File: src/hw/rtl/fcg_pkg.sv
// ----------------------------------------------------------------------------
// fcg_pkg
// shared types, constants and table builder of the fmcw chirp generator
// ----------------------------------------------------------------------------
`default_nettype none

package fcg_pkg;

  localparam int FCG_PHASE_BITS    = 32;
  localparam int FCG_LUT_ADDR_BITS = 10;
  localparam int FCG_SAMPLE_BITS   = 16;
  localparam int FCG_LEN_BITS      = 16;

  localparam int OUT_BITS      = 16;
  localparam int FREQ_BITS     = 32;
  localparam int CFG_LEN_BITS  = 16;
  localparam int APB_ADDR_BITS = 5;
  localparam int APB_DATA_BITS = 32;
  localparam int QUEUE_DEPTH   = 4;

  localparam logic [15:0] AMP_RESET = 16'h8000;

  // pi in q30 and the q30 rounding half
  localparam logic [63:0] PI_Q30   = 64'd3373259426;
  localparam logic [63:0] Q30_HALF = 64'd1 << 29;

  typedef enum logic [2:0] {
    REG_CW_LEN      = 3'd0,
    REG_UP_LEN      = 3'd1,
    REG_DOWN_LEN    = 3'd2,
    REG_BASE_FREQ   = 3'd3,
    REG_SWEEP_WIDTH = 3'd4,
    REG_UP_STEP     = 3'd5,
    REG_DOWN_STEP   = 3'd6,
    REG_AMPLITUDE   = 3'd7
  } reg_idx_t;

  typedef enum logic [1:0] {
    SEG_CW   = 2'd0,
    SEG_UP   = 2'd1,
    SEG_DOWN = 2'd2
  } seg_t;

  // per-sample control handed from the sequencer to the datapath
  typedef struct packed {
    logic start;
    seg_t seg;
  } fcg_ctl_t;

  typedef struct packed {
    logic        [15:0] cw_len;
    logic        [15:0] up_len;
    logic        [15:0] down_len;
    logic signed [31:0] base_freq;
    logic signed [31:0] sweep_width;
    logic signed [31:0] up_step;
    logic signed [31:0] down_step;
    logic        [15:0] amplitude;
  } fcg_cfg_t;

  // rounded division of a taylor term by (2n)(2n+1)
  function automatic logic [63:0] fcg_taylor_div(input logic [63:0] term, input int n);
    logic [63:0] q;
    unique case (n)
      1:       q = (term + 64'd3)   / 64'd6;
      2:       q = (term + 64'd10)  / 64'd20;
      3:       q = (term + 64'd21)  / 64'd42;
      4:       q = (term + 64'd36)  / 64'd72;
      5:       q = (term + 64'd55)  / 64'd110;
      6:       q = (term + 64'd78)  / 64'd156;
      7:       q = (term + 64'd105) / 64'd210;
      8:       q = (term + 64'd136) / 64'd272;
      9:       q = (term + 64'd171) / 64'd342;
      10:      q = (term + 64'd210) / 64'd420;
      default: q = term;
    endcase
    return q;
  endfunction

  // quarter-wave sine entry k, q30 taylor series with eleven terms
  function automatic logic [63:0] fcg_sine_entry(input int k, input int addr_bits,
                                                 input int sample_bits);
    logic        [63:0] x;
    logic        [63:0] x2;
    logic        [63:0] term;
    logic        [63:0] sine_fs;
    logic        [63:0] val;
    logic signed [63:0] sum;
    sine_fs = (64'd1 << (sample_bits - 1)) - 64'd1;
    x       = (64'(k) * PI_Q30 + (64'd1 << addr_bits)) >> (addr_bits + 1);
    x2      = (x * x + Q30_HALF) >> 30;
    term    = x;
    sum     = signed'(x);
    for (int n = 1; n <= 10; n++) begin
      term = (term * x2 + Q30_HALF) >> 30;
      term = fcg_taylor_div(term, n);
      if ((n & 1) != 0) begin
        sum = sum - signed'(term);
      end else begin
        sum = sum + signed'(term);
      end
    end
    if (sum < 0) begin
      sum = '0;
    end
    val = (unsigned'(sum) * sine_fs + Q30_HALF) >> 30;
    if (val > sine_fs) begin
      val = sine_fs;
    end
    return val;
  endfunction

endpackage

`default_nettype wire

File: src/hw/rtl/fcg_queue.sv
// ----------------------------------------------------------------------------
// fcg_queue
// short first-in first-out queue between the sequencer and the datapath
// ----------------------------------------------------------------------------
`default_nettype none

module fcg_queue import fcg_pkg::*; #(
  parameter int WIDTH = 8,
  parameter int DEPTH = QUEUE_DEPTH
) (
  input  wire logic             clk,
  input  wire logic             rst,
  input  wire logic             push,
  input  wire logic [WIDTH-1:0] push_data,
  output logic                  full,
  input  wire logic             pop,
  output logic      [WIDTH-1:0] pop_data,
  output logic                  not_empty
);

  localparam int PTR_BITS = (DEPTH > 1) ? $clog2(DEPTH) : 1;
  localparam int CNT_BITS = $clog2(DEPTH + 1);

  logic [WIDTH-1:0]    slots [DEPTH];
  logic [PTR_BITS-1:0] wr_ptr;
  logic [PTR_BITS-1:0] rd_ptr;
  logic [CNT_BITS-1:0] count;
  logic                do_push;
  logic                do_pop;

  function automatic logic [PTR_BITS-1:0] ptr_inc(input logic [PTR_BITS-1:0] p);
    return (p == PTR_BITS'(DEPTH - 1)) ? '0 : p + PTR_BITS'(1);
  endfunction

  assign full      = count == CNT_BITS'(DEPTH);
  assign not_empty = count != '0;
  assign do_push   = push && !full;
  assign do_pop    = pop && not_empty;
  assign pop_data  = slots[rd_ptr];

  always_ff @(posedge clk) begin
    if (rst) begin
      wr_ptr <= '0;
      rd_ptr <= '0;
      count  <= '0;
    end else begin
      if (do_push) begin
        wr_ptr <= ptr_inc(wr_ptr);
      end
      if (do_pop) begin
        rd_ptr <= ptr_inc(rd_ptr);
      end
      if (do_push && !do_pop) begin
        count <= count + CNT_BITS'(1);
      end else if (do_pop && !do_push) begin
        count <= count - CNT_BITS'(1);
      end
    end
  end

  always_ff @(posedge clk) begin
    if (do_push) begin
      slots[wr_ptr] <= push_data;
    end
  end

endmodule

`default_nettype wire

File: config.mk
export PLATFORM = sky130hd
export DESIGN_NAME = fcg_queue
export DESIGN_NICKNAME = d
export VERILOG_FILES = /design/src/hw/rtl/fcg_pkg.sv /design/src/hw/rtl/fcg_queue.sv
export SDC_FILE = /design/constraint.sdc
export NUM_CORES = 1
export LEC_CHECK = 0
export BUFFER_PORTS_ARGS = -buffer_cell sky130_fd_sc_hd__clkbuf_2
export CORE_MARGIN = 8
export CORE_UTILIZATION = 45
export DETAILED_ROUTE_END_ITERATION = 8
export SETUP_SLACK_MARGIN = 0.02
export SLEW_MARGIN = 20
export SYNTH_ARGS = -nofsm -noshare
export SYNTH_HDL_FRONTEND = slang
export SYNTH_SLANG_ARGS = --single-unit
File: constraint.sdc
create_clock -name clk -period 2.36 [get_ports clk]
set_input_delay 0.354 -clock clk [delete_from_list [all_inputs] [get_ports clk]]
set_output_delay 0.354 -clock clk [all_outputs]
set_load 0.03 [all_outputs]
==> impl_table.tex <==
\begin{tabular}{lr}
\hline
Metric & Value \\
\hline
\multicolumn{2}{l}{\textbf{STA}} \\
Slew at the pin closest to its max-slew limit & 413 ps \\
Slew Limit Headroom & 0.724 \\
Setup violators final & 0 \\
Final Hold Violating Endpoints & 0 \\
Final clock skew & 10.4 ps \\
RSZ-0062 raised after global routing & no \\
Setup TNS & 0 ps \\
Clock period minus final worst setup slack & 2220 ps \\
Fin. max-slew vios & 0 \\
Highest clock rate & 450 MHz \\
Final Worst Setup Slack & 140 ps \\
Ratio of final minimum period to clock period & 0.941 \\
\multicolumn{2}{l}{\textbf{Final layout}} \\
Fraction of final layout cells sized beyond drive strength 1 & 0.454 \\
Layout Cell Area excl Fill & 0.00191 mm\^{}2 \\
Leading cell type in the layout, fill and taps excluded & sky130\_fd\_sc\_hd\_\_edfxtp\_1 \\
Total number of nets in the final design & 137 \\
Area used by multi-input combinational logic & 477 um\^{}2 \\
Diodes inserted & 0 \\
Filler-free cell count of the finished design & 167 \\
Fill cells & 316 \\
Layout-stage area growth over the synthesis result & 15.6\% \\
Commonest cells after routing, fill and taps aside & 32 x sky130\_fd\_sc\_hd\_\_edfxtp\_1, 21 x sky130\_fd\_sc\_hd\_\_clkbuf\_2, 8 x sky130\_fd\_sc\_hd\_\_mux4\_2, 6 x sky130\_fd\_sc\_hd\_\_dfxtp\_1 \\
Register area & 0.00114 mm\^{}2 \\
\multicolumn{2}{l}{\textbf{Global routing}} \\
Global-route total usage across every layer & 0.0914 \\
First-pass GRT wire length & 4.18 mm \\
Maximum number of pins on one net before global-route repair & 13 \\
GRT Residual Overflow & 0 \\
Antenna violations before repair & 0 \\
Via count of the first global-routing pass & 887 \\
\multicolumn{2}{l}{\textbf{Die}} \\
Num rows & 22 \\
Die boundary width & 76.5 um \\
Standard cell core area & 0.00358 mm\^{}2 \\
I/O pin cnt & 22 \\
Height of the die & 76.5 um \\
Starting density of the core & 0.460 \\
Die area & 0.00585 mm\^{}2 \\
\multicolumn{2}{l}{\textbf{Power}} \\
Peak supply drop & 0.000518 V \\
Power density cells & 1050 mW/mm\^{}2 \\
Total power consumption of the routed design & 2.00 mW \\
Pleak & 0.708 nW \\
\multicolumn{2}{l}{\textbf{Synthesis}} \\
Post-synthesis sequential element count & 41 \\
Post-synthesis cell type count & 26 \\
Seq/Total Area, Yosys & 0.692 \\
Synthesized cell area & 0.00165 mm\^{}2 \\
Post-synthesis area per instance & 17.9 um\^{}2 \\
Yosys warning count & 0 \\
Synthesized instance count & 92 \\
Synthesized net count & 111 \\
\multicolumn{2}{l}{\textbf{Clocking}} \\
Clk pin slew, worst setup/hold paths & 120 ps \\
Clock latency reported for the late side of the worst-skew pair & 340 ps \\
TritonCTS clock tree & yes \\
Number of buffers inserted during clock tree synthesis & 5 \\
Root buffer cell & sky130\_fd\_sc\_hd\_\_clkbuf\_4 \\
Setup bufs post-CTS & 0 \\
Number of buffers on the longest clock path & 2 \\
H-tree levels & 2 \\
Clock tree sinks & 41 \\
\multicolumn{2}{l}{\textbf{Worst setup path}} \\
Type of the worst setup path & register to register \\
CP max stage delay & 430 ps \\
Cells along the critical path & or3b\_4 -> clkinv\_4 -> nor2\_2 -> ha\_2 -> inv\_1 -> fa\_1 -> xor2\_1 -> or3\_2 -> a21oi\_2 \\
Standard cell with the maximum stage delay on the critical path & sky130\_fd\_sc\_hd\_\_or3\_2 \\
Worst endpoint required time & 2640 ps \\
Critical path data arrival time & 2500 ps \\
Top fanout value on the critical path & 5 \\
Worst setup SP type & register \\
Sort of element at the end of the critical path & register \\
\multicolumn{2}{l}{\textbf{Route}} \\
Pre-antenna DRT Iters & 4 \\
Routed wire length & 2.57 mm \\
Number of nets with antenna violations after detailed routing & 0 \\
Iteration-0 DRC count of the detailed router & 51 \\
Average wire length per cell after detail routing & 15.4 um \\
Vias per inst & 5.01 \\
Number of DRC violations after detailed routing & 0 \\
Total vias in the final route & 837 \\
\multicolumn{2}{l}{\textbf{Placement}} \\
Worst slack at placement & 100 ps \\
Instance count after placement with tap cells included & 159 \\
Routability cong. & 0.668 \\
Total placed instance area & 0.00180 mm\^{}2 \\
IO Port Bufs & 21 \\
Detailed placement HPWL & 1.75 mm \\
\multicolumn{2}{l}{\textbf{Run status}} \\
Status & complete, no violations \\
\multicolumn{2}{l}{\textbf{Job}} \\
Max\_cap viols & 0 \\
\multicolumn{2}{l}{\textbf{Hold path}} \\
Path category of the worst min-delay check & input port to register \\
\hline
\end{tabular}
==> layout make-up <==
class	instances	share of cell area
inverters	5	0.0125
multi-input cells	42	0.250
well taps	48	0.0315
flip-flops and latches	41	0.601
clock buffers	8	0.0420
repair buffers	23	0.0630
==> cell families after synthesis <==
logic type / Yosys count / synth area share
AO/OA/AOI/OAI: 7 / 0.0304
XOR/XNOR: 2 / 0.0106
adder cells (fa/ha/maj): 7 / 0.0577
buffers and inverters: 9 / 0.0288
flip-flops: 41 / 0.692
multiplexers: 10 / 0.121
AND/OR/NAND/NOR: 16 / 0.0585
==> registers in the layout, summed over array words and instances, names as in the netlist, named ones only <==
register	count
wr_ptr	2
rd_ptr	2
slots	32
count	3
==> power by group <==
part	leakage, nW	internal, mW	total (mW)	switching, mW
sequential	0.368	0.884	0.951	0.0671
clock	0.0437	0.211	0.420	0.209
combinational	0.296	0.263	0.625	0.362
total	0.708	1.36	2.00	0.638
==> timing repair <==
item	CTS	global route
setup endpoints to repair	0	1
resized for setup	0	7
hold buffers	0	0
endpoints found under the hold margin	0	0
==> per-layer routing <==
layer | share of wire | up-vias | track usage
met2 | 0.50 | 19 | 0.140
met4 | 0.012 | 0 | 0.0404
met5 | 0 | - | 0
met3 | 0.054 | 4 | 0.0425
met1 | 0.43 | 407 | 0.107
li1 | - | 407 | -
==> Yosys cell counts (all sizes together) <==
master	number	area [um^2]
nor3	1	5.00
o31ai	2	25.0
nor2	4	17.5
clkbuf	1	3.75
xor2	2	17.5
dfxtp	9	180
edfxtp	32	961
or3	3	21.3
mux4	8	180
o21ai	2	10.0
clkinv	1	8.76
inv	4	15.0
nand2	1	3.75
nand3	2	10.0
mux2i	2	20.0
ha	6	75.1
fa	1	20.0
a21oi	3	15.0
buf	3	20.0
and3	4	30.0
or3b	1	8.76
==> critical path: cells and delay by family, from the launching register on <==
| family | cells | cell delay (ps) |
|---|---|---|
| buffers and inverters | 2 | 110 |
| DFF | 1 | 370 |
| AOI/OAI and AO/OA | 1 | 130 |
| and+or+nand+nor | 3 | 810 |
| xor gates and xnor gates | 1 | 160 |
| adders and majority gates | 2 | 580 |
==> per-stage QoR <==
step                hold WS [ps]   util
finish                       232  0.533
CTS                          214  0.527
global placement             482  0.504
global route                 208  0.533
detailed placement           498  0.504
floorplan                    453      -
==> worst paths after layout <==
path                 from          end  slack, ps  cells after the start
max              count[2]     count[2]        140                      9
max reg2reg      count[2]     count[2]        140                      9
min reg2reg     rd_ptr[0]    rd_ptr[0]        510                      2
min          push_data[5]  slots[3][5]        230                      1
No activity file was read; power rests on OpenSTA's default activity.
