[src/hw/rtl/fcg_pkg.sv]
// ----------------------------------------------------------------------------
// fcg_pkg
// shared types, constants and table builder of the fmcw chirp generator
// ----------------------------------------------------------------------------
`default_nettype none

package fcg_pkg;

  localparam int FCG_PHASE_BITS    = 32;
  localparam int FCG_LUT_ADDR_BITS = 10;
  localparam int FCG_SAMPLE_BITS   = 16;
  localparam int FCG_LEN_BITS      = 16;

  localparam int OUT_BITS      = 16;
  localparam int FREQ_BITS     = 32;
  localparam int CFG_LEN_BITS  = 16;
  localparam int APB_ADDR_BITS = 5;
  localparam int APB_DATA_BITS = 32;
  localparam int QUEUE_DEPTH   = 4;

  localparam logic [15:0] AMP_RESET = 16'h8000;

  // pi in q30 and the q30 rounding half
  localparam logic [63:0] PI_Q30   = 64'd3373259426;
  localparam logic [63:0] Q30_HALF = 64'd1 << 29;

  typedef enum logic [2:0] {
    REG_CW_LEN      = 3'd0,
    REG_UP_LEN      = 3'd1,
    REG_DOWN_LEN    = 3'd2,
    REG_BASE_FREQ   = 3'd3,
    REG_SWEEP_WIDTH = 3'd4,
    REG_UP_STEP     = 3'd5,
    REG_DOWN_STEP   = 3'd6,
    REG_AMPLITUDE   = 3'd7
  } reg_idx_t;

  typedef enum logic [1:0] {
    SEG_CW   = 2'd0,
    SEG_UP   = 2'd1,
    SEG_DOWN = 2'd2
  } seg_t;

  // per-sample control handed from the sequencer to the datapath
  typedef struct packed {
    logic start;
    seg_t seg;
  } fcg_ctl_t;

  typedef struct packed {
    logic        [15:0] cw_len;
    logic        [15:0] up_len;
    logic        [15:0] down_len;
    logic signed [31:0] base_freq;
    logic signed [31:0] sweep_width;
    logic signed [31:0] up_step;
    logic signed [31:0] down_step;
    logic        [15:0] amplitude;
  } fcg_cfg_t;

  // rounded division of a taylor term by (2n)(2n+1)
  function automatic logic [63:0] fcg_taylor_div(input logic [63:0] term, input int n);
    logic [63:0] q;
    unique case (n)
      1:       q = (term + 64'd3)   / 64'd6;
      2:       q = (term + 64'd10)  / 64'd20;
      3:       q = (term + 64'd21)  / 64'd42;
      4:       q = (term + 64'd36)  / 64'd72;
      5:       q = (term + 64'd55)  / 64'd110;
      6:       q = (term + 64'd78)  / 64'd156;
      7:       q = (term + 64'd105) / 64'd210;
      8:       q = (term + 64'd136) / 64'd272;
      9:       q = (term + 64'd171) / 64'd342;
      10:      q = (term + 64'd210) / 64'd420;
      default: q = term;
    endcase
    return q;
  endfunction

  // quarter-wave sine entry k, q30 taylor series with eleven terms
  function automatic logic [63:0] fcg_sine_entry(input int k, input int addr_bits,
                                                 input int sample_bits);
    logic        [63:0] x;
    logic        [63:0] x2;
    logic        [63:0] term;
    logic        [63:0] sine_fs;
    logic        [63:0] val;
    logic signed [63:0] sum;
    sine_fs = (64'd1 << (sample_bits - 1)) - 64'd1;
    x       = (64'(k) * PI_Q30 + (64'd1 << addr_bits)) >> (addr_bits + 1);
    x2      = (x * x + Q30_HALF) >> 30;
    term    = x;
    sum     = signed'(x);
    for (int n = 1; n <= 10; n++) begin
      term = (term * x2 + Q30_HALF) >> 30;
      term = fcg_taylor_div(term, n);
      if ((n & 1) != 0) begin
        sum = sum - signed'(term);
      end else begin
        sum = sum + signed'(term);
      end
    end
    if (sum < 0) begin
      sum = '0;
    end
    val = (unsigned'(sum) * sine_fs + Q30_HALF) >> 30;
    if (val > sine_fs) begin
      val = sine_fs;
    end
    return val;
  endfunction

endpackage

`default_nettype wire

[src/hw/rtl/fcg_front.sv]
// ----------------------------------------------------------------------------
// fcg_front
// segment sequencer: classifies each request into segment, position and start
// ----------------------------------------------------------------------------
`default_nettype none

module fcg_front import fcg_pkg::*; #(
  parameter int LEN_BITS = FCG_LEN_BITS
) (
  input  wire logic                clk,
  input  wire logic                rst,
  input  wire logic                req,
  input  wire logic [LEN_BITS-1:0] cw_len,
  input  wire logic [LEN_BITS-1:0] up_len,
  input  wire logic [LEN_BITS-1:0] down_len,
  output fcg_ctl_t                 item_ctl,
  output logic      [LEN_BITS-1:0] item_pos
);

  seg_t                seg_state;
  seg_t                seg_state_next;
  logic [LEN_BITS-1:0] seg_pos;
  logic [LEN_BITS-1:0] seg_pos_next;

  seg_t                seg;
  logic [LEN_BITS-1:0] pos;
  logic                cw_mode;
  logic                start;

  function automatic logic [LEN_BITS-1:0] len_of(input seg_t s, input logic [LEN_BITS-1:0] l0,
                                                 input logic [LEN_BITS-1:0] l1,
                                                 input logic [LEN_BITS-1:0] l2);
    logic [LEN_BITS-1:0] l;
    unique case (s)
      SEG_CW:   l = l0;
      SEG_UP:   l = l1;
      SEG_DOWN: l = l2;
      default:  l = l0;
    endcase
    return l;
  endfunction

  function automatic seg_t seg_after(input seg_t s);
    seg_t n;
    unique case (s)
      SEG_CW:   n = SEG_UP;
      SEG_UP:   n = SEG_DOWN;
      default:  n = SEG_CW;
    endcase
    return n;
  endfunction

  always_ff @(posedge clk) begin
    if (rst) begin
      seg_state <= SEG_CW;
      seg_pos   <= '0;
    end else begin
      seg_state <= seg_state_next;
      seg_pos   <= seg_pos_next;
    end
  end

  always_comb begin
    seg = (seg_state == SEG_DOWN || seg_state == SEG_UP) ? seg_state : SEG_CW;
    pos = seg_pos;
    // skip exhausted or empty segments, at most one full turn
    for (int n = 0; n < 3; n++) begin
      if (pos >= len_of(seg, cw_len, up_len, down_len)) begin
        seg = seg_after(seg);
        pos = '0;
      end
    end
    cw_mode = pos >= len_of(seg, cw_len, up_len, down_len);
    if (cw_mode) begin
      seg = SEG_CW;
      pos = '0;
    end
    start = !cw_mode && (pos == '0) &&
            (seg == SEG_CW || (seg == SEG_UP && cw_len == '0) ||
             (seg == SEG_DOWN && cw_len == '0 && up_len == '0));

    item_ctl.start = start;
    item_ctl.seg   = seg;
    item_pos       = pos;

    seg_state_next = seg_state;
    seg_pos_next   = seg_pos;
    if (req) begin
      seg_state_next = seg;
      seg_pos_next   = cw_mode ? '0 : pos + LEN_BITS'(1);
    end
  end

endmodule

`default_nettype wire

[config.mk]
export PLATFORM = sky130hd
export DESIGN_NAME = fcg_front
export DESIGN_NICKNAME = d
export VERILOG_FILES = /design/src/hw/rtl/fcg_pkg.sv /design/src/hw/rtl/fcg_front.sv
export SDC_FILE = /design/constraint.sdc
export NUM_CORES = 1
export LEC_CHECK = 0
export BUFFER_PORTS_ARGS = -buffer_cell sky130_fd_sc_hd__clkbuf_2
export CAP_MARGIN = 20
export CELL_PAD_IN_SITES_DETAIL_PLACEMENT = 0
export CELL_PAD_IN_SITES_GLOBAL_PLACEMENT = 1
export CORE_MARGIN = 1.5
export CORE_UTILIZATION = 45
export DETAILED_ROUTE_END_ITERATION = 6
export PLACE_DENSITY = 0.95
export SLEW_MARGIN = 20
export SYNTH_ARGS = -nofsm -noshare
export SYNTH_HDL_FRONTEND = slang
export SYNTH_SLANG_ARGS = --single-unit
[constraint.sdc]
create_clock -name clk -period 41.5 [get_ports clk]
set_clock_uncertainty 0.15 [all_clocks]
set_input_delay 6.225 -clock clk [delete_from_list [all_inputs] [get_ports clk]]
set_output_delay 6.225 -clock clk [all_outputs]
set_load 0.02 [all_outputs]
==> results of run 1 <==
==> logic make-up (layout without fill, tap and decap cells) <==
| group | after synthesis | after routing | synth area share [%] |
|---|---|---|---|
| flip-flops | 18 | 18 | 8.25 |
| AND/OR/NAND/NOR | 235 | 235 | 27.8 |
| adder cells (fa/ha/maj) | 76 | 76 | 21.8 |
| buffers and inverters | 70 | 92 | 6.36 |
| AO/OA/AOI/OAI | 230 | 230 | 35.9 |
==> Yosys cell counts, types with 11 or more instances <==
| cell | count | area [sq um] |
|---|---|---|
| nand3_1 | 11 | 55.1 |
| a22oi_1 | 50 | 375 |
| a21oi_1 | 45 | 225 |
| nand2_1 | 66 | 248 |
| and3_1 | 28 | 175 |
| nor3_1 | 17 | 85.1 |
| nor4_1 | 11 | 68.8 |
| and2_1 | 12 | 75.1 |
| o21ai_0 | 60 | 300 |
| clkbuf_1 | 44 | 165 |
| a221o_1 | 16 | 160 |
| dfxtp_1 | 18 | 360 |
| ha_1 | 76 | 951 |
| inv_1 | 17 | 63.8 |
| nor2_1 | 53 | 199 |
==> critical path: cells and delay by family <==
kind | cells | cell delay (ps)
AO/OA/AOI/OAI | 20 | 5430
adder cells (fa/ha/maj) | 7 | 3710
buffers and inverters | 3 | 410
AND/OR/NAND/NOR | 11 | 2540
==> area by class of cell <==
type / instances / area (sq um) / area share (%)
multi-input cells: 541 / 3730 / 79.0
flip-flops and latches: 18 / 360 / 7.63
repair buffers: 69 / 345 / 7.31
well taps: 129 / 161 / 3.42
inverters: 19 / 71.3 / 1.51
clock buffers: 4 / 55.1 / 1.17
==> report_power, final <==
part,total (mW),internal [mW],switching [mW]
clock network,0.0149,0.00846,0.00649
registers,0.0181,0.0175,0.000647
logic,0.0183,0.00659,0.0117
total,0.0513,0.0325,0.0188
==> worst max path at each step <==
stage | slack [ps] | endpoint | start | depth (start not counted)
6_report | 16780 | item_ctl[2] | up_len[0] | 41
5_1_grt | 15830 | item_ctl[2] | down_len[0] | 41
4_1_cts | 17050 | item_ctl[2] | down_len[0] | 41
3_5_place_dp | 17100 | item_ctl[2] | down_len[0] | 41
3_3_place_gp | 17300 | item_ctl[2] | down_len[0] | 41
2_1_floorplan | 19390 | item_pos[14] | down_len[5] | 51
==> state kept, by name, indices dropped and copies added (netlist names) <==
register   cells
seg_state      2
seg_pos       16
==> layer usage <==
metal | vias to the layer above | GRT usage (%) | wire [um]
met4 | 0 | 18.2 | 956
met1 | 2410 | 46.9 | 7100
met2 | 354 | 49.6 | 7260
li1 | 2463 | - | -
met5 | - | 0 | 0
met3 | 68 | 5.87 | 2090
==> placed cells by master (no fill, tap or decap), types with 5 or more instances in the layout <==
master    instances
a41oi_1           5
a22oi_1          50
and3_1           28
a221o_1          16
nor2_1           53
nor4_1           11
nand2_1          66
inv_1            17
nor3_1           17
ha_1             76
o41ai_1           5
o21ai_0          60
nand4_1          10
or3_1             5
clkbuf_2         69
a21oi_1          45
dfxtp_1          18
a22o_1            6
a211o_1           5
a21o_1            5
nand3_1          11
and2_1           12
==> metrics by stage <==
| stage | util [%] | area (sq um) |
|---|---|---|
| 2_1_floorplan | - | 4370 |
| 3_3_place_gp | 50.0 | 4670 |
| 3_5_place_dp | 50.0 | 4670 |
| 4_1_cts | 50.6 | 4720 |
| 5_1_grt | 50.6 | 4720 |
| 6_report | 50.6 | 4720 |
==> results.json, run 1 <==
{
  "io_pins": 70,
  "rows": 35,
  "cp_common_cell": "ha_1",
  "vdd_drop_max_mv": 0.0174,
  "grt_max_degree": 33,
  "cts_root_buffer": "clkbuf_8",
  "rsz0062_at_grt": "false",
  "async_flop_share_pct": 0,
  "post_cts_buffers": 0,
  "clk_pin_slew_worst_paths_ps": 70,
  "holdCritPathClass": "reg -> reg",
  "finalPower_mw": 0.0513,
  "cts_hold_buf": 0,
  "ys_ff_latch": 18,
  "synth_warnings": 0,
  "diodes": 0,
  "holdPathStages": 2,
  "grt_pass1_vias": 4882,
  "crit_type": "in -> out",
  "min_from": "seg_state[0]$_SDFFE_PP0P_",
  "htreeDepth": 1,
  "avgSynthCellArea_sq_um": 6.94,
  "gp_congestion": 1.03,
  "pre_cts_slack_ps": 17100,
  "syn-cell-area_sq_um": 4370,
  "slew_headroom_pct": 30.4,
  "status": "complete, no violations",
  "power_density_nw_per_um2": 10.9,
  "worst_slack_ps": 16780,
  "drt-total-wl_mm": 17.4,
  "cts_tree": "yes",
  "worstMarginPinSlew_ps": 1040,
  "gr-total-overflow": 0,
  "synth_edf_count": 0,
  "period_share_pct": 59.6,
  "fin_nets": 779,
  "power.leakage_nw": 2.08,
  "die_y_um": 102,
  "dp_cells": 776,
  "max_stage_delay_ps": 850,
  "synth_fp_nets": 756,
  "finalSetupViolCount": 0,
  "fin_cells": 780,
  "drtIter0Drc": 738,
  "hold_end": "seg_state[0]$_SDFFE_PP0P_",
  "antenna_found_initial": 0,
  "vias_per_cell": 6.79,
  "cp-start-kind": "input pin",
  "yosysUniqueCellTypes": 56,
  "ant_nets": 0,
  "yosysSeqAreaShare_pct": 8.25,
  "cp_max_fo": 32,
  "ys.flop_type": "dfxtp_1",
  "cp-end-kind": "output port",
  "cts_buffer_depth": 2,
  "required_ps": 35120,
  "r2r_slack_ps": 28110,
  "clkSinkCount": 18,
  "hpwl_mm": 13.6,
  "max_cap_viol_count": 0,
  "fillers": 961,
  "worstReg2RegStart": "seg_state[0]$_SDFFE_PP0P_",
  "maxSlewViolCount": 0,
  "vias": 5295,
  "fmax_mhz": 40.5,
  "critPathSlowestCell": "ha_1",
  "portBuffers": 69,
  "wl_per_cell_um": 22.3,
  "grt_pass1_wl_mm": 26.7,
  "fin_crit_ps": 24720,
  "cp_data_arrival_time_ps": 18350,
  "cts_inserted_buffers": 3,
  "cts_resized": 0,
  "worstReg2RegEnd": "seg_pos[13]$_SDFFE_PP0P_",
  "final_hold_viol_count": 0,
  "die_x_um": 102,
  "first_pass_iters": 7,
  "worstSkewPairLatency_ps": 260,
  "dieArea_sq_um": 10300,
  "synthToLayoutAreaGrowth_pct": 8.14,
  "drive_gt1_share_pct": 13.2,
  "core_area_sq_um": 9330,
  "start_util_pct": 46.8,
  "hold_ws_ps": 430,
  "worst-r2r-cell-count": 40,
  "synth_cells": 629,
  "tns_ps": 0,
  "grt_usage_pct": 33.9,
  "drc": 0
}
No activity file was read; power rests on OpenSTA's default activity.
==> run 2, diff against run 1 <==
--- a/config.mk
+++ b/config.mk
@@ -10,9 +10,9 @@
 export CELL_PAD_IN_SITES_DETAIL_PLACEMENT = 0
 export CELL_PAD_IN_SITES_GLOBAL_PLACEMENT = 1
 export CORE_MARGIN = 1.5
-export CORE_UTILIZATION = 45
+export CORE_UTILIZATION = 38
 export DETAILED_ROUTE_END_ITERATION = 6
-export PLACE_DENSITY = 0.95
+export PLACE_DENSITY = 0.87
 export SLEW_MARGIN = 20
 export SYNTH_ARGS = -nofsm -noshare
 export SYNTH_HDL_FRONTEND = slang
==> constraint.sdc (replaced) <==
create_clock -name clk -period 20.2 [get_ports clk]
set_clock_uncertainty 0.15 [all_clocks]
set_input_delay 3.03 -clock clk [delete_from_list [all_inputs] [get_ports clk]]
set_output_delay 3.03 -clock clk [all_outputs]
set_load 0.02 [all_outputs]
==> results.json, run 2 (synthesis results as in run 1) <==
{
  "die_y_um": 110,
  "diodes": 0,
  "final_hold_viol_count": 0,
  "hold_end": "seg_state[1]$_SDFFE_PP0P_",
  "worstReg2RegEnd": "seg_pos[13]$_SDFFE_PP0P_",
  "cts_resized": 0,
  "grt_usage_pct": 30.8,
  "worst-r2r-cell-count": 41,
  "power_density_nw_per_um2": 24.2,
  "worstSkewPairLatency_ps": 250,
  "critPathSlowestCell": "ha_1",
  "reg_top3": "seg_pos (16), seg_state (2)",
  "post_cts_buffers": 0,
  "gp_congestion": 1.02,
  "gr-total-overflow": 0,
  "worstMarginPinSlew_ps": 993,
  "fmax_mhz": 54.3,
  "layout_commonest_cell": "ha_1",
  "clk_pin_slew_worst_paths_ps": 50,
  "largest-register": "seg_pos",
  "drtIter0Drc": 781,
  "drt-total-wl_mm": 18.6,
  "r2r_slack_ps": 6440,
  "portBuffers": 69,
  "synthToLayoutAreaGrowth_pct": 8.91,
  "vdd_drop_max_mv": 0.0428,
  "vias_per_cell": 6.79,
  "holdCritPathClass": "reg -> reg",
  "cts_buffer_depth": 2,
  "start_util_pct": 39.6,
  "fin_nets": 779,
  "fin_crit_ps": 18430,
  "dieArea_sq_um": 12100,
  "cts_hold_buf": 0,
  "cp-start-kind": "input pin",
  "busiest_layer": "met2",
  "fillers": 1158,
  "rows": 38,
  "clkPwrFrac_pct": 34.7,
  "rsz0062_at_grt": "false",
  "antenna_found_initial": 0,
  "ant_nets": 0,
  "cp_common_cell": "ha_1",
  "holdPathStages": 2,
  "htreeDepth": 1,
  "gr-usage-met3_pct": 3.59,
  "hpwl_mm": 14.1,
  "io_pins": 70,
  "cts_tree": "yes",
  "cp_max_fo": 32,
  "required_ps": 17020,
  "vias": 5366,
  "sw_frac_of_total_pct": 34.4,
  "seqPwrFrac_pct": 32.2,
  "drive_gt1_share_pct": 13.1,
  "largest_reg_flops": 16,
  "final_cell_mix": "ha_1, clkbuf_2, nand2_1, o21ai_0, nor2_1",
  "max_cap_viol_count": 0,
  "min_from": "seg_state[1]$_SDFFE_PP0P_",
  "grt_pass1_vias": 5048,
  "power.leakage_nw": 2.09,
  "core_area_sq_um": 11000,
  "first_pass_iters": 6,
  "slew_headroom_pct": 33.5,
  "cp-end-kind": "output port",
  "worstReg2RegStart": "seg_state[0]$_SDFFE_PP0P_",
  "status": "complete, no violations",
  "use_met2_pct": 48.7,
  "finalSetupViolCount": 0,
  "grt_max_degree": 33,
  "period_share_pct": 91.2,
  "die_x_um": 110,
  "grt_pass1_wl_mm": 28.0,
  "cts_root_buffer": "clkbuf_16",
  "maxSlewViolCount": 0,
  "p_int_mw": 0.0756,
  "cp_data_arrival_time_ps": 15250,
  "clkSinkCount": 18,
  "power_frac_comb_pct": 33.1,
  "crit_type": "in -> out",
  "finalPower_mw": 0.115,
  "use_met1_pct": 41.4,
  "tns_ps": 0,
  "max_stage_delay_ps": 880,
  "power.switching_mw": 0.0396,
  "cts_inserted_buffers": 3,
  "wl_per_cell_um": 23.6,
  "drc": 0
}
## run 2: worst max-delay path: cells and delay by family
| kind | cells | cell delay [ps] |
|---|---|---|
| adder cells (fa/ha/maj) | 7 | 3630 |
| buffers and inverters | 3 | 430 |
| AND/OR/NAND/NOR | 12 | 2790 |
| AO/OA/AOI/OAI | 20 | 5300 |
## run 2: layout make-up
class | instances | area [sq um] | area share [%]
inverter | 19 | 71.3 | 1.50
timing repair buffer | 69 | 345 | 7.26
clock buffer | 3 | 75.1 | 1.58
tap | 140 | 175 | 3.68
sequential | 18 | 360 | 7.57
multi-input combinational | 541 | 3730 | 78.4
## run 2: metrics by stage
stage	instances	area, sq um	hold WS (ps)	utilization (%)	worst slack (ps)
final	790	4760	432	43.1	1770
after global routing	790	4760	439	43.1	802
after CTS	790	4760	430	43.1	2100
after detailed placement	787	4680	428	42.4	2110
after global placement	787	4680	390	42.4	2320
after floorplan	629	4370	350	-	4480
## run 2: how the worst max path moves through the flow
stage / endpoint / cells after the start / slack [ps] / start
after CTS: item_ctl[2] / 42 / 2100 / up_len[0]
after global placement: item_ctl[2] / 42 / 2320 / down_len[0]
after global routing: item_ctl[2] / 41 / 800 / up_len[0]
after detailed placement: item_ctl[2] / 42 / 2110 / up_len[0]
after floorplan: item_pos[14] / 51 / 4480 / down_len[5]
final: item_ctl[2] / 42 / 1770 / up_len[0]
## run 2: power by group through the flow
stage / combinational [mW] / clock [mW] / sequential, mW
after floorplan: 0.0196 / 0 / 0.0369
after global placement: 0.0359 / 0 / 0.0379
after detailed placement: 0.0366 / 0 / 0.0378
after CTS: 0.0369 / 0.0396 / 0.0371
after global routing: 0.0412 / 0.0411 / 0.0372
final: 0.0381 / 0.0399 / 0.0371
## run 2: per-layer routing
metal,vias up,part of all wire (%)
met1,2514,40
met2,329,44
met5,-,0
li1,2456,-
met4,0,5.7
met3,67,10
==> run 3, diff against run 2 <==
--- a/config.mk
+++ b/config.mk
@@ -9,10 +9,10 @@
 export CAP_MARGIN = 20
 export CELL_PAD_IN_SITES_DETAIL_PLACEMENT = 0
 export CELL_PAD_IN_SITES_GLOBAL_PLACEMENT = 1
-export CORE_MARGIN = 1.5
-export CORE_UTILIZATION = 38
+export CORE_MARGIN = 4
+export CORE_UTILIZATION = 42
 export DETAILED_ROUTE_END_ITERATION = 6
-export PLACE_DENSITY = 0.87
+export PLACE_DENSITY = 0.9
 export SLEW_MARGIN = 20
 export SYNTH_ARGS = -nofsm -noshare
 export SYNTH_HDL_FRONTEND = slang
==> constraint.sdc (replaced) <==
create_clock -name clk -period 20.7 [get_ports clk]
set_clock_uncertainty 0.15 [all_clocks]
set_input_delay 3.105 -clock clk [delete_from_list [all_inputs] [get_ports clk]]
set_output_delay 3.105 -clock clk [all_outputs]
set_load 0.02 [all_outputs]
==> results.json, run 3 (synthesis results as in run 1) <==
{
  "clkSinkCount": 18,
  "post_cts_buffers": 0,
  "power_frac_comb_pct": 35.5,
  "cp_common_cell": "ha_1",
  "core_area_sq_um": 9950,
  "vias": 5307,
  "r2r_slack_ps": 7050,
  "rows": 36,
  "rsz0062_at_grt": "false",
  "clkPwrFrac_pct": 28.8,
  "power.switching_mw": 0.0366,
  "cts_tree": "yes",
  "portBuffers": 69,
  "seqPwrFrac_pct": 35.7,
  "cts_inserted_buffers": 3,
  "gp_congestion": 1.04,
  "cts_resized": 0,
  "drive_gt1_share_pct": 13.2,
  "fin_area_sq_um": 4730,
  "hold_end": "seg_state[1]$_SDFFE_PP0P_",
  "worst-r2r-cell-count": 40,
  "hpwl_mm": 13.7,
  "startpoint": "down_len[7]",
  "worstMarginPinSlew_ps": 1000,
  "worstReg2RegStart": "seg_state[0]$_SDFFE_PP0P_",
  "gr-total-overflow": 0,
  "max_stage_delay_ps": 890,
  "htreeDepth": 1,
  "cts_buffer_depth": 2,
  "reg_top3": "seg_pos (16), seg_state (2)",
  "final_cell_mix": "ha_1, clkbuf_2, nand2_1, o21ai_0, nor2_1",
  "critPathSlowestCell": "ha_1",
  "fmax_mhz": 54.1,
  "start_util_pct": 43.9,
  "fin_crit_ps": 18500,
  "status": "complete, no violations",
  "power_density_nw_per_um2": 21.5,
  "power.leakage_nw": 2.08,
  "fin_nets": 779,
  "maxSlewViolCount": 0,
  "first_pass_iters": 5,
  "grt_pass1_vias": 4876,
  "clk_pin_slew_worst_paths_ps": 70,
  "holdPathStages": 2,
  "slew_headroom_pct": 32.7,
  "ant_nets": 0,
  "cp_max_fo": 32,
  "min_from": "seg_state[1]$_SDFFE_PP0P_",
  "cts_hold_buf": 0,
  "sw_frac_of_total_pct": 36.0,
  "cp_data_arrival_time_ps": 15240,
  "max_cap_viol_count": 0,
  "worstReg2RegEnd": "seg_pos[13]$_SDFFE_PP0P_",
  "grt_max_degree": 33,
  "grt_pass1_wl_mm": 27.0,
  "diodes": 0,
  "largest_reg_flops": 16,
  "p_int_mw": 0.0651,
  "vias_per_cell": 6.77,
  "layout_commonest_cell": "ha_1",
  "crit_type": "in -> out",
  "cp-end-kind": "output port",
  "synthToLayoutAreaGrowth_pct": 8.25,
  "worstSkewPairLatency_ps": 250,
  "drt-total-wl_mm": 17.6,
  "cts_root_buffer": "clkbuf_8",
  "required_ps": 17440,
  "drc": 0,
  "grt_usage_pct": 28.9,
  "antenna_found_initial": 0,
  "dieArea_sq_um": 12100,
  "final_hold_viol_count": 0,
  "io_pins": 70,
  "die_x_um": 110,
  "drtIter0Drc": 508,
  "finalSetupViolCount": 0,
  "largest-register": "seg_pos",
  "vdd_drop_max_mv": 0.0302,
  "wl_per_cell_um": 22.5,
  "cp-start-kind": "input pin",
  "period_share_pct": 89.4,
  "die_y_um": 110,
  "placed_cell_area_sq_um": 4670,
  "tns_ps": 0,
  "holdCritPathClass": "reg -> reg"
}
## run 3: per-layer routing
layer | GRT usage (%) | share of wire, %
met4 | 11.5 | 4.0
met2 | 45.2 | 44
met3 | 2.62 | 9.4
met1 | 40.6 | 43
met5 | 0 | 0
## run 3: layout make-up
class | count | area [sq um]
Fill cell | 1026 | 5230
Multi-Input combinational cell | 541 | 3730
Sequential cell | 18 | 360
Timing Repair Buffer | 69 | 345
Tap cell | 133 | 166
Inverter | 19 | 71.3
Clock buffer | 4 | 55.1
## run 3: power by group through the flow
| stage | clock network, mW | registers (mW) | logic, mW |
|---|---|---|---|
| final | 0.0293 | 0.0363 | 0.0361 |
| after global routing | 0.0318 | 0.0363 | 0.0397 |
| after CTS | 0.0297 | 0.0362 | 0.0352 |
| after detailed placement | 0 | 0.0370 | 0.0351 |
| after global placement | 0 | 0.0370 | 0.0345 |
| after floorplan | 0 | 0.0360 | 0.0192 |
## run 3: through the flow
stage | cells | setup WS (ps) | hold WS (ps) | power [mW] | util, %
floorplan | 629 | 4830 | 350 | 0.0552 | -
global placement | 780 | 2850 | 388 | 0.0715 | 46.9
detailed placement | 780 | 2480 | 426 | 0.0721 | 46.9
CTS | 784 | 2440 | 436 | 0.101 | 47.5
global route | 784 | 1220 | 469 | 0.108 | 47.5
finish | 784 | 2200 | 436 | 0.102 | 47.5
## run 3: how the worst max path moves through the flow
stage | end | slack [ps] | cells past startpoint
2_1_floorplan | item_pos[14] | 4830 | 51
3_3_place_gp | item_ctl[2] | 2850 | 40
3_5_place_dp | item_ctl[2] | 2480 | 40
4_1_cts | item_ctl[2] | 2440 | 40
5_1_grt | item_ctl[2] | 1220 | 40
6_report | item_ctl[2] | 2200 | 40
## run 3: critical path, delay by kind of cell
kind | cells | cell delay [ps]
compound gates | 21 | 5380
fa+ha+maj | 7 | 4000
buf+inv | 3 | 340
simple gates | 9 | 2350
